[config.mk]
export PLATFORM = sky130hd
export DESIGN_NAME = min_priority_queue_linear_scan_core
export DESIGN_NICKNAME = d
export VERILOG_FILES = /design/src/design/mpq_pkg.sv /design/src/design/min_priority_queue_linear_scan_core.sv /design/src/design/mpq_min_unit.sv
export SDC_FILE = /design/constraint.sdc
export NUM_CORES = 2
export LEC_CHECK = 0
export ABC_CLOCK_PERIOD_IN_PS = 3540
export BUFFER_PORTS_ARGS = -buffer_cell sky130_fd_sc_hd__buf_2
export CAP_MARGIN = 20
export CORE_MARGIN = 8
export CORE_UTILIZATION = 45
export DETAILED_ROUTE_END_ITERATION = 7
export MAX_ROUTING_LAYER = met4
export PLACE_DENSITY = 0.7
export SETUP_SLACK_MARGIN = 0.02
export SYNTH_ARGS = -nofsm -noshare
export SYNTH_HDL_FRONTEND = slang
export SYNTH_SLANG_ARGS = --single-unit
export TNS_END_PERCENT = 100
[constraint.sdc]
create_clock -name i_clk -period 3.54 [get_ports i_clk]
set_input_delay 0.531 -clock i_clk [delete_from_list [all_inputs] [get_ports i_clk]]
set_output_delay 0.531 -clock i_clk [all_outputs]
set_load 0.05 [all_outputs]
[src/design/mpq_pkg.sv]
// Shared constants, codes and types of the min priority queue.
`default_nettype none

package mpq_pkg;

    // Queue geometry
    localparam int CAPACITY = 128;
    localparam int ADDR_W   = (CAPACITY > 1) ? $clog2(CAPACITY) : 1;
    localparam int CNT_W    = $clog2(CAPACITY + 1);
    localparam int DATA_W   = 32;

    // Operation codes
    localparam logic [1:0] MODE_INSERT = 2'd0;
    localparam logic [1:0] MODE_DELETE = 2'd1;
    localparam logic [1:0] MODE_PEEK   = 2'd2;

    // Status codes
    localparam logic [1:0] ST_OK    = 2'd0;
    localparam logic [1:0] ST_EMPTY = 2'd1;
    localparam logic [1:0] ST_FULL  = 2'd2;

    localparam logic [DATA_W-1:0] EMPTY_VALUE = '1;

    // Control from the sequencer to the minimum tracker
    typedef struct packed {
        logic              clr;
        logic              vld;
        logic [ADDR_W-1:0] idx;
    } t_min_ctl;

    // Running minimum reported back to the sequencer
    typedef struct packed {
        logic signed [DATA_W-1:0] value;
        logic [ADDR_W-1:0]        idx;
    } t_min_res;

endpackage

`default_nettype wire

[src/design/min_priority_queue_linear_scan_core.sv]
// Top level of the min priority queue: sequencer, entry memory and result register.
//
// Unsorted min priority queue of CAPACITY signed 32-bit entries held in one
// single-port-write, single-port-read memory with registered read data.
// Insert appends at the tail and goes straight to the done state. Peek
// scans all N stored entries through one shared compare unit, one memory
// read per cycle. Delete does the same scan and then moves every entry
// behind the minimum down one slot, one read and one write per cycle.
// The memory port is the limit: each entry visit costs one memory read.
// One transaction is in work at a time; o_in_stall is high from the cycle
// after acceptance until the result sits in the output register. A result
// waits there until taken, while the next transaction may already enter.
// No clearing pass is needed after reset: only slots below the occupancy
// count are ever read.
`default_nettype none

module min_priority_queue_linear_scan_core
    import mpq_pkg::*;
(
    input  wire                      i_clk,
    input  wire                      i_rst_n,
    input  wire                      i_in_valid,
    output logic                     o_in_stall,
    input  wire  [1:0]               i_mode,
    input  wire  signed [DATA_W-1:0] i_value,
    output logic                     o_out_valid,
    input  wire                      i_out_stall,
    output logic [1:0]               o_status,
    output logic signed [DATA_W-1:0] o_result_value
);

    localparam logic [1:0] S_IDLE  = 2'd0;
    localparam logic [1:0] S_SCAN  = 2'd1;
    localparam logic [1:0] S_SHIFT = 2'd2;
    localparam logic [1:0] S_DONE  = 2'd3;

    logic [1:0]               r_state, n_state;
    logic [CNT_W-1:0]         r_occ, n_occ;
    logic [CNT_W-1:0]         r_ptr, n_ptr;
    logic                     r_rd_vld, n_rd_vld;
    logic [ADDR_W-1:0]        r_rd_idx, n_rd_idx;
    logic                     r_is_del, n_is_del;
    logic [1:0]               r_res_status, n_res_status;
    logic signed [DATA_W-1:0] r_res_value, n_res_value;
    logic                     r_out_valid, n_out_valid;
    logic [1:0]               r_out_status;
    logic signed [DATA_W-1:0] r_out_value;

    logic [DATA_W-1:0]        r_mem [CAPACITY];
    logic signed [DATA_W-1:0] r_rdata;
    logic                     mem_we;
    logic [ADDR_W-1:0]        mem_waddr;
    logic [DATA_W-1:0]        mem_wdata;
    logic [ADDR_W-1:0]        mem_raddr;

    logic                     in_acc;
    logic                     out_free;
    logic                     reading;
    t_min_ctl                 min_ctl;
    t_min_res                 min_res;

    assign in_acc   = i_in_valid && (r_state == S_IDLE);
    assign out_free = !r_out_valid || !i_out_stall;
    assign reading  = (r_ptr < r_occ);
    assign mem_raddr = r_ptr[ADDR_W-1:0];

    // Shared minimum tracker
    assign min_ctl.clr = in_acc;
    assign min_ctl.vld = (r_state == S_SCAN) && r_rd_vld;
    assign min_ctl.idx = r_rd_idx;

    mpq_min_unit u_min (
        .i_clk   (i_clk),
        .i_rst_n (i_rst_n),
        .i_ctl   (min_ctl),
        .i_data  (r_rdata),
        .o_res   (min_res)
    );

    // Memory write port: tail append on insert, move-down during shift
    always_comb begin
        mem_we    = 1'b0;
        mem_waddr = r_occ[ADDR_W-1:0];
        mem_wdata = i_value;
        if (in_acc && (i_mode == MODE_INSERT) && (r_occ < CNT_W'(CAPACITY))) begin
            mem_we = 1'b1;
        end else if ((r_state == S_SHIFT) && r_rd_vld) begin
            mem_we    = 1'b1;
            mem_waddr = r_rd_idx - ADDR_W'(1);
            mem_wdata = r_rdata;
        end
    end

    // Entry memory
    always_ff @(posedge i_clk) begin
        if (mem_we) begin
            r_mem[mem_waddr] <= mem_wdata;
        end
        r_rdata <= r_mem[mem_raddr];
    end

    // Sequencer
    always_comb begin
        n_state      = r_state;
        n_occ        = r_occ;
        n_ptr        = r_ptr;
        n_rd_vld     = 1'b0;
        n_rd_idx     = r_rd_idx;
        n_is_del     = r_is_del;
        n_res_status = r_res_status;
        n_res_value  = r_res_value;
        n_out_valid  = r_out_valid && i_out_stall;

        unique case (r_state)
            S_IDLE: begin
                if (in_acc) begin
                    n_is_del     = (i_mode == MODE_DELETE);
                    n_res_status = ST_OK;
                    n_res_value  = '0;
                    n_ptr        = '0;
                    n_state      = S_DONE;
                    if (i_mode == MODE_INSERT) begin
                        if (r_occ < CNT_W'(CAPACITY)) begin
                            n_occ = r_occ + CNT_W'(1);
                        end else begin
                            n_res_status = ST_FULL;
                        end
                    end else if ((i_mode == MODE_DELETE) || (i_mode == MODE_PEEK)) begin
                        if (r_occ == '0) begin
                            n_res_status = ST_EMPTY;
                            n_res_value  = EMPTY_VALUE;
                        end else begin
                            n_state = S_SCAN;
                        end
                    end
                end
            end
            S_SCAN, S_SHIFT: begin
                if (reading) begin
                    n_rd_vld = 1'b1;
                    n_rd_idx = r_ptr[ADDR_W-1:0];
                    n_ptr    = r_ptr + CNT_W'(1);
                end else if (!r_rd_vld) begin
                    // Pipeline drained: scan finished or gap closed
                    n_res_value = min_res.value;
                    if ((r_state == S_SCAN) && r_is_del) begin
                        n_state = S_SHIFT;
                        n_ptr   = CNT_W'(min_res.idx) + CNT_W'(1);
                    end else begin
                        if (r_state == S_SHIFT) begin
                            n_occ = r_occ - CNT_W'(1);
                        end
                        n_state = S_DONE;
                    end
                end
            end
            S_DONE: begin
                if (out_free) begin
                    n_out_valid = 1'b1;
                    n_state     = S_IDLE;
                end
            end
            default: begin
                n_state = S_IDLE;
            end
        endcase
    end

    // Control registers
    always_ff @(posedge i_clk) begin
        if (!i_rst_n) begin
            r_state     <= S_IDLE;
            r_occ       <= '0;
            r_rd_vld    <= 1'b0;
            r_out_valid <= 1'b0;
        end else begin
            r_state     <= n_state;
            r_occ       <= n_occ;
            r_rd_vld    <= n_rd_vld;
            r_out_valid <= n_out_valid;
        end
    end

    // Working and payload registers
    always_ff @(posedge i_clk) begin
        r_ptr        <= n_ptr;
        r_rd_idx     <= n_rd_idx;
        r_is_del     <= n_is_del;
        r_res_status <= n_res_status;
        r_res_value  <= n_res_value;
        if ((r_state == S_DONE) && out_free) begin
            r_out_status <= r_res_status;
            r_out_value  <= r_res_value;
        end
    end

    assign o_in_stall     = (r_state != S_IDLE);
    assign o_out_valid    = r_out_valid;
    assign o_status       = r_out_status;
    assign o_result_value = r_out_value;

endmodule

`default_nettype wire

[src/design/mpq_min_unit.sv]
// Shared compare unit: tracks the smallest entry seen during a scan.
`default_nettype none

module mpq_min_unit
    import mpq_pkg::*;
(
    input  wire                      i_clk,
    input  wire                      i_rst_n,
    input  wire t_min_ctl            i_ctl,
    input  wire signed [DATA_W-1:0]  i_data,
    output t_min_res                 o_res
);

    logic                     r_have;
    logic signed [DATA_W-1:0] r_best;
    logic [ADDR_W-1:0]        r_best_idx;
    logic                     take;

    // Strictly smaller wins, so the earliest entry is kept on ties
    assign take = i_ctl.vld && (!r_have || (i_data < r_best));

    // Tracker occupancy flag
    always_ff @(posedge i_clk) begin
        if (!i_rst_n) begin
            r_have <= 1'b0;
        end else if (i_ctl.clr) begin
            r_have <= 1'b0;
        end else if (i_ctl.vld) begin
            r_have <= 1'b1;
        end
    end

    // Best value and its slot
    always_ff @(posedge i_clk) begin
        if (take) begin
            r_best     <= i_data;
            r_best_idx <= i_ctl.idx;
        end
    end

    assign o_res.value = r_best;
    assign o_res.idx   = r_best_idx;

endmodule

`default_nettype wire

==> reports/qor.yml <==
status:
  status: "completed"
sta:
  whs_ns: 0.06370
  fin_ws_ns: 0.04288
  grt_setup_unrepaired: "false"
  max_slew_margin: 0.2798
  min_period_ns: 3.497
  worst_pin_slew_ns: 1.074
  maxSlewViolCount: 0
  setup_violations: 0
  max_freq_mhz: 285.9
  skew_ns: 0.07998
  setup_tns_ns: 0
  fin_crit_sh: 0.9879
  final_hold_viol_count: 0
setup_path:
  path_max_fanout: 32
  slowest_delay_ns: 0.56
  cp_data_arrival_time_ns: 4.07
  cp_slowest_cell: "o31ai_2"
  crit_chain: "inv_1 > ha_1 > nand4b_1 > nand3_1 > o31ai_2 > buf_4 > nand2_1 > buf_4 > nor2_4 > buf_12"
  end_kind: "register"
  crit_path_frequent_cell: "buf_4"
  critPathKind: "reg2reg"
  crit_required_ns: 4.11
  crit_path_start_kind: "register"
power_and_ir_drop:
  clkPwrFrac: 0.298
  power.leakage_nw: 61.33
  comb_power_share: 0.299
  power_frac_seq: 0.403
  peakVddDrop_uv: 635.8
  power.density_mw_per_mm2: 759.7
  switchingPower_w: 0.04635
  swShare: 0.3190
  p_int_w: 0.09895
clock_network:
  htreeDepth: 5
  cts_made_buffers: 413
  cts-root-buf: "clkbuf_16"
  cts_tree: "yes"
  clk_pin_slew_ns: 0.06
  clockBufferDepth: 4
  clock_sinks: 4264
  clock_latency_ns: 0.95
final_layout:
  final_util: 0.5280
  fin_area_mm2: 0.1913
  drive_gt1_frac: 0.2369
  area_delta_synth_final_pct: 16.77
  multi_input_area_mm2: 0.03532
  seq_area_mm2: 0.1276
  nNetsFinal: 8843
  nFillCells: 27180
logic_synthesis:
  synthArstFlopShare: 0
  synth_area_per_cell_um2: 20.30
  netlist_area_mm2: 0.1638
  synth_edf_count: 4219
  seq_area_frac_synth: 0.7790
  synth_ff_type: "edfxtp_1"
  synth_cell_types: 61
  ys_ff_latch: 4264
  syn_inst: 8068
  yosysTopAreaCell: "edfxtp_1"
  yosys-top-cells-area: "edfxtp_1 77%, mux4_2 9.2%, mux2i_1 4.9%, a22oi_1 1.8%, a21oi_1 0.87%"
  synth_most_common_cell: "edfxtp_1"
  synth_warnings: 0
  synth_fp_nets: 8161
  synth_commonest_cells: "4,219 x edfxtp_1, 804 x mux2i_1, 672 x mux4_2"
  synth_top_area_frac: 0.7735
die:
  core_area_mm2: 0.3622
  fp.dieH_um: 619.3
  rows: 221
  start_util: 0.4522
  die_area_mm2: 0.3836
  io_pins: 74
  die_w_um: 619.3
flow_run:
  maxCapViolations: 0
detailed_routing:
  totalWireLength_mm: 451.5
  drc: 0
  wl_per_cell_um: 32.51
  dr_total_vias: 85380
  drtIter0Drc: 12410
  dr.pass1.iters: 6
  ant_nets: 0
  routed_via_density: 6.147
global_routing:
  grt_antenna_before_repair: 23
  grt_usage: 0.2348
  overflow: 0
  grt_max_degree: 97
  first_global_vias: 83030
  grt_pass1_wl_mm: 627.1
placement:
  hpwl_mm: 275.0
  gp_congestion: 0.9557
  io_buffers: 73
  place_area_mm2: 0.1778
  dpl_worst_slack_ns: -0.1171
worst_hold_path:
  holdCritPathClass: "in2reg"
per-stage QoR:
stage	power (W)	std cells
after global placement	0.1015	13120
after floorplan	0.08378	8068
final	0.1453	13890
after global routing	0.1490	13880
after detailed placement	0.1021	13120
after CTS	0.1449	13860
power groups by stage:
stage	registers [W]	logic, W	clock network [W]
CTS	0.0585	0.0428	0.0437
global placement	0.0595	0.0420	0
floorplan	0.0594	0.0244	0
global route	0.0585	0.0450	0.0455
detailed placement	0.0595	0.0425	0
finish	0.0585	0.0435	0.0433
path summary, 6_finish.rpt:
| kind | slack (ns) | endpoint | startpoint | depth (start not counted) |
|---|---|---|---|---|
| min reg2reg | 0.41 | o_result_value[4] | r_res_value[4] | 0 |
| min | 0.06 | r_is_del | i_mode[1] | 3 |
| max reg2reg | 0.04 | r_mem[69][20] | r_state[0] | 10 |
| max | 0.04 | r_mem[69][20] | r_state[0] | 10 |
final cells by class:
type | count | area share
sequential | 4264 | 0.6671
multi-input combinational | 3302 | 0.1847
clock buffer | 522 | 0.05736
timing repair buffer | 716 | 0.04678
tap | 4794 | 0.03136
clock inverter | 220 | 0.01146
inverter | 53 | 0.001040
antenna | 18 | 0.0002355
worst max-delay path, delay by kind of cell, from the launching register on:
family / cells / cell delay (ns)
adder cells (fa/ha/maj): 1 / 0.27
flip-flops: 1 / 0.41
AO/OA/AOI/OAI: 1 / 0.56
buffers and inverters: 4 / 0.86
AND/OR/NAND/NOR: 4 / 1.01
layer usage:
layer	global-route usage	wire length (um)	vias to the layer above
li1	-	-	34700
met4	0.09433	22690	0
met3	0.05861	50550	921
met2	0.3565	210000	5237
met1	0.3064	168300	44520
met5	-	0	-
placed cells by master (no fill, tap or decap), types with 33 or more instances in the layout:
| cell type | instances |
|---|---|
| buf_4 | 341 |
| nand3_1 | 247 |
| clkbuf_16 | 422 |
| dfxtp_1 | 45 |
| buf_12 | 288 |
| a21o_1 | 41 |
| inv_1 | 52 |
| edfxtp_1 | 4219 |
| clkinv_2 | 56 |
| clkinv_1 | 90 |
| clkbuf_1 | 92 |
| buf_2 | 73 |
| bufinv_16 | 42 |
| a21oi_1 | 284 |
| nor2_4 | 130 |
| nand2_1 | 288 |
| ha_1 | 53 |
| a211oi_1 | 66 |
| mux4_2 | 672 |
| mux2i_1 | 804 |
| nand4_1 | 69 |
| nor2b_1 | 33 |
| a22oi_1 | 384 |
cell families after synthesis:
| family | share of synthesized area |
|---|---|
| xor gates and xnor gates | 0.001016 |
| AOI/OAI and AO/OA | 0.03561 |
| buffers and inverters | 0.01368 |
| DFF | 0.7790 |
| muxes | 0.1417 |
| adders and majority gates | 0.004247 |
| and+or+nand+nor | 0.02482 |
flip-flops by register name (all words and copies together), names as in the netlist, 7 cells and up:
name,flops
r_mem,4096
o_result_value,32
r_rdata,32
r_res_value,32
u_min.r_best,32
r_occ,8
r_ptr,8
r_rd_idx,7
u_min.r_best_idx,7
timing repair:
action / in CTS / in global routing
resized for setup: 4 / 8
hold buffers: 4 / 0
cloned: 0 / 4
setup buffers: 0 / 4
setup endpoints to repair: 129 / 3
hold endpoints to repair: 4 / 0
pin swaps: 1 / 2
Power figures use the tool's default switching activity.
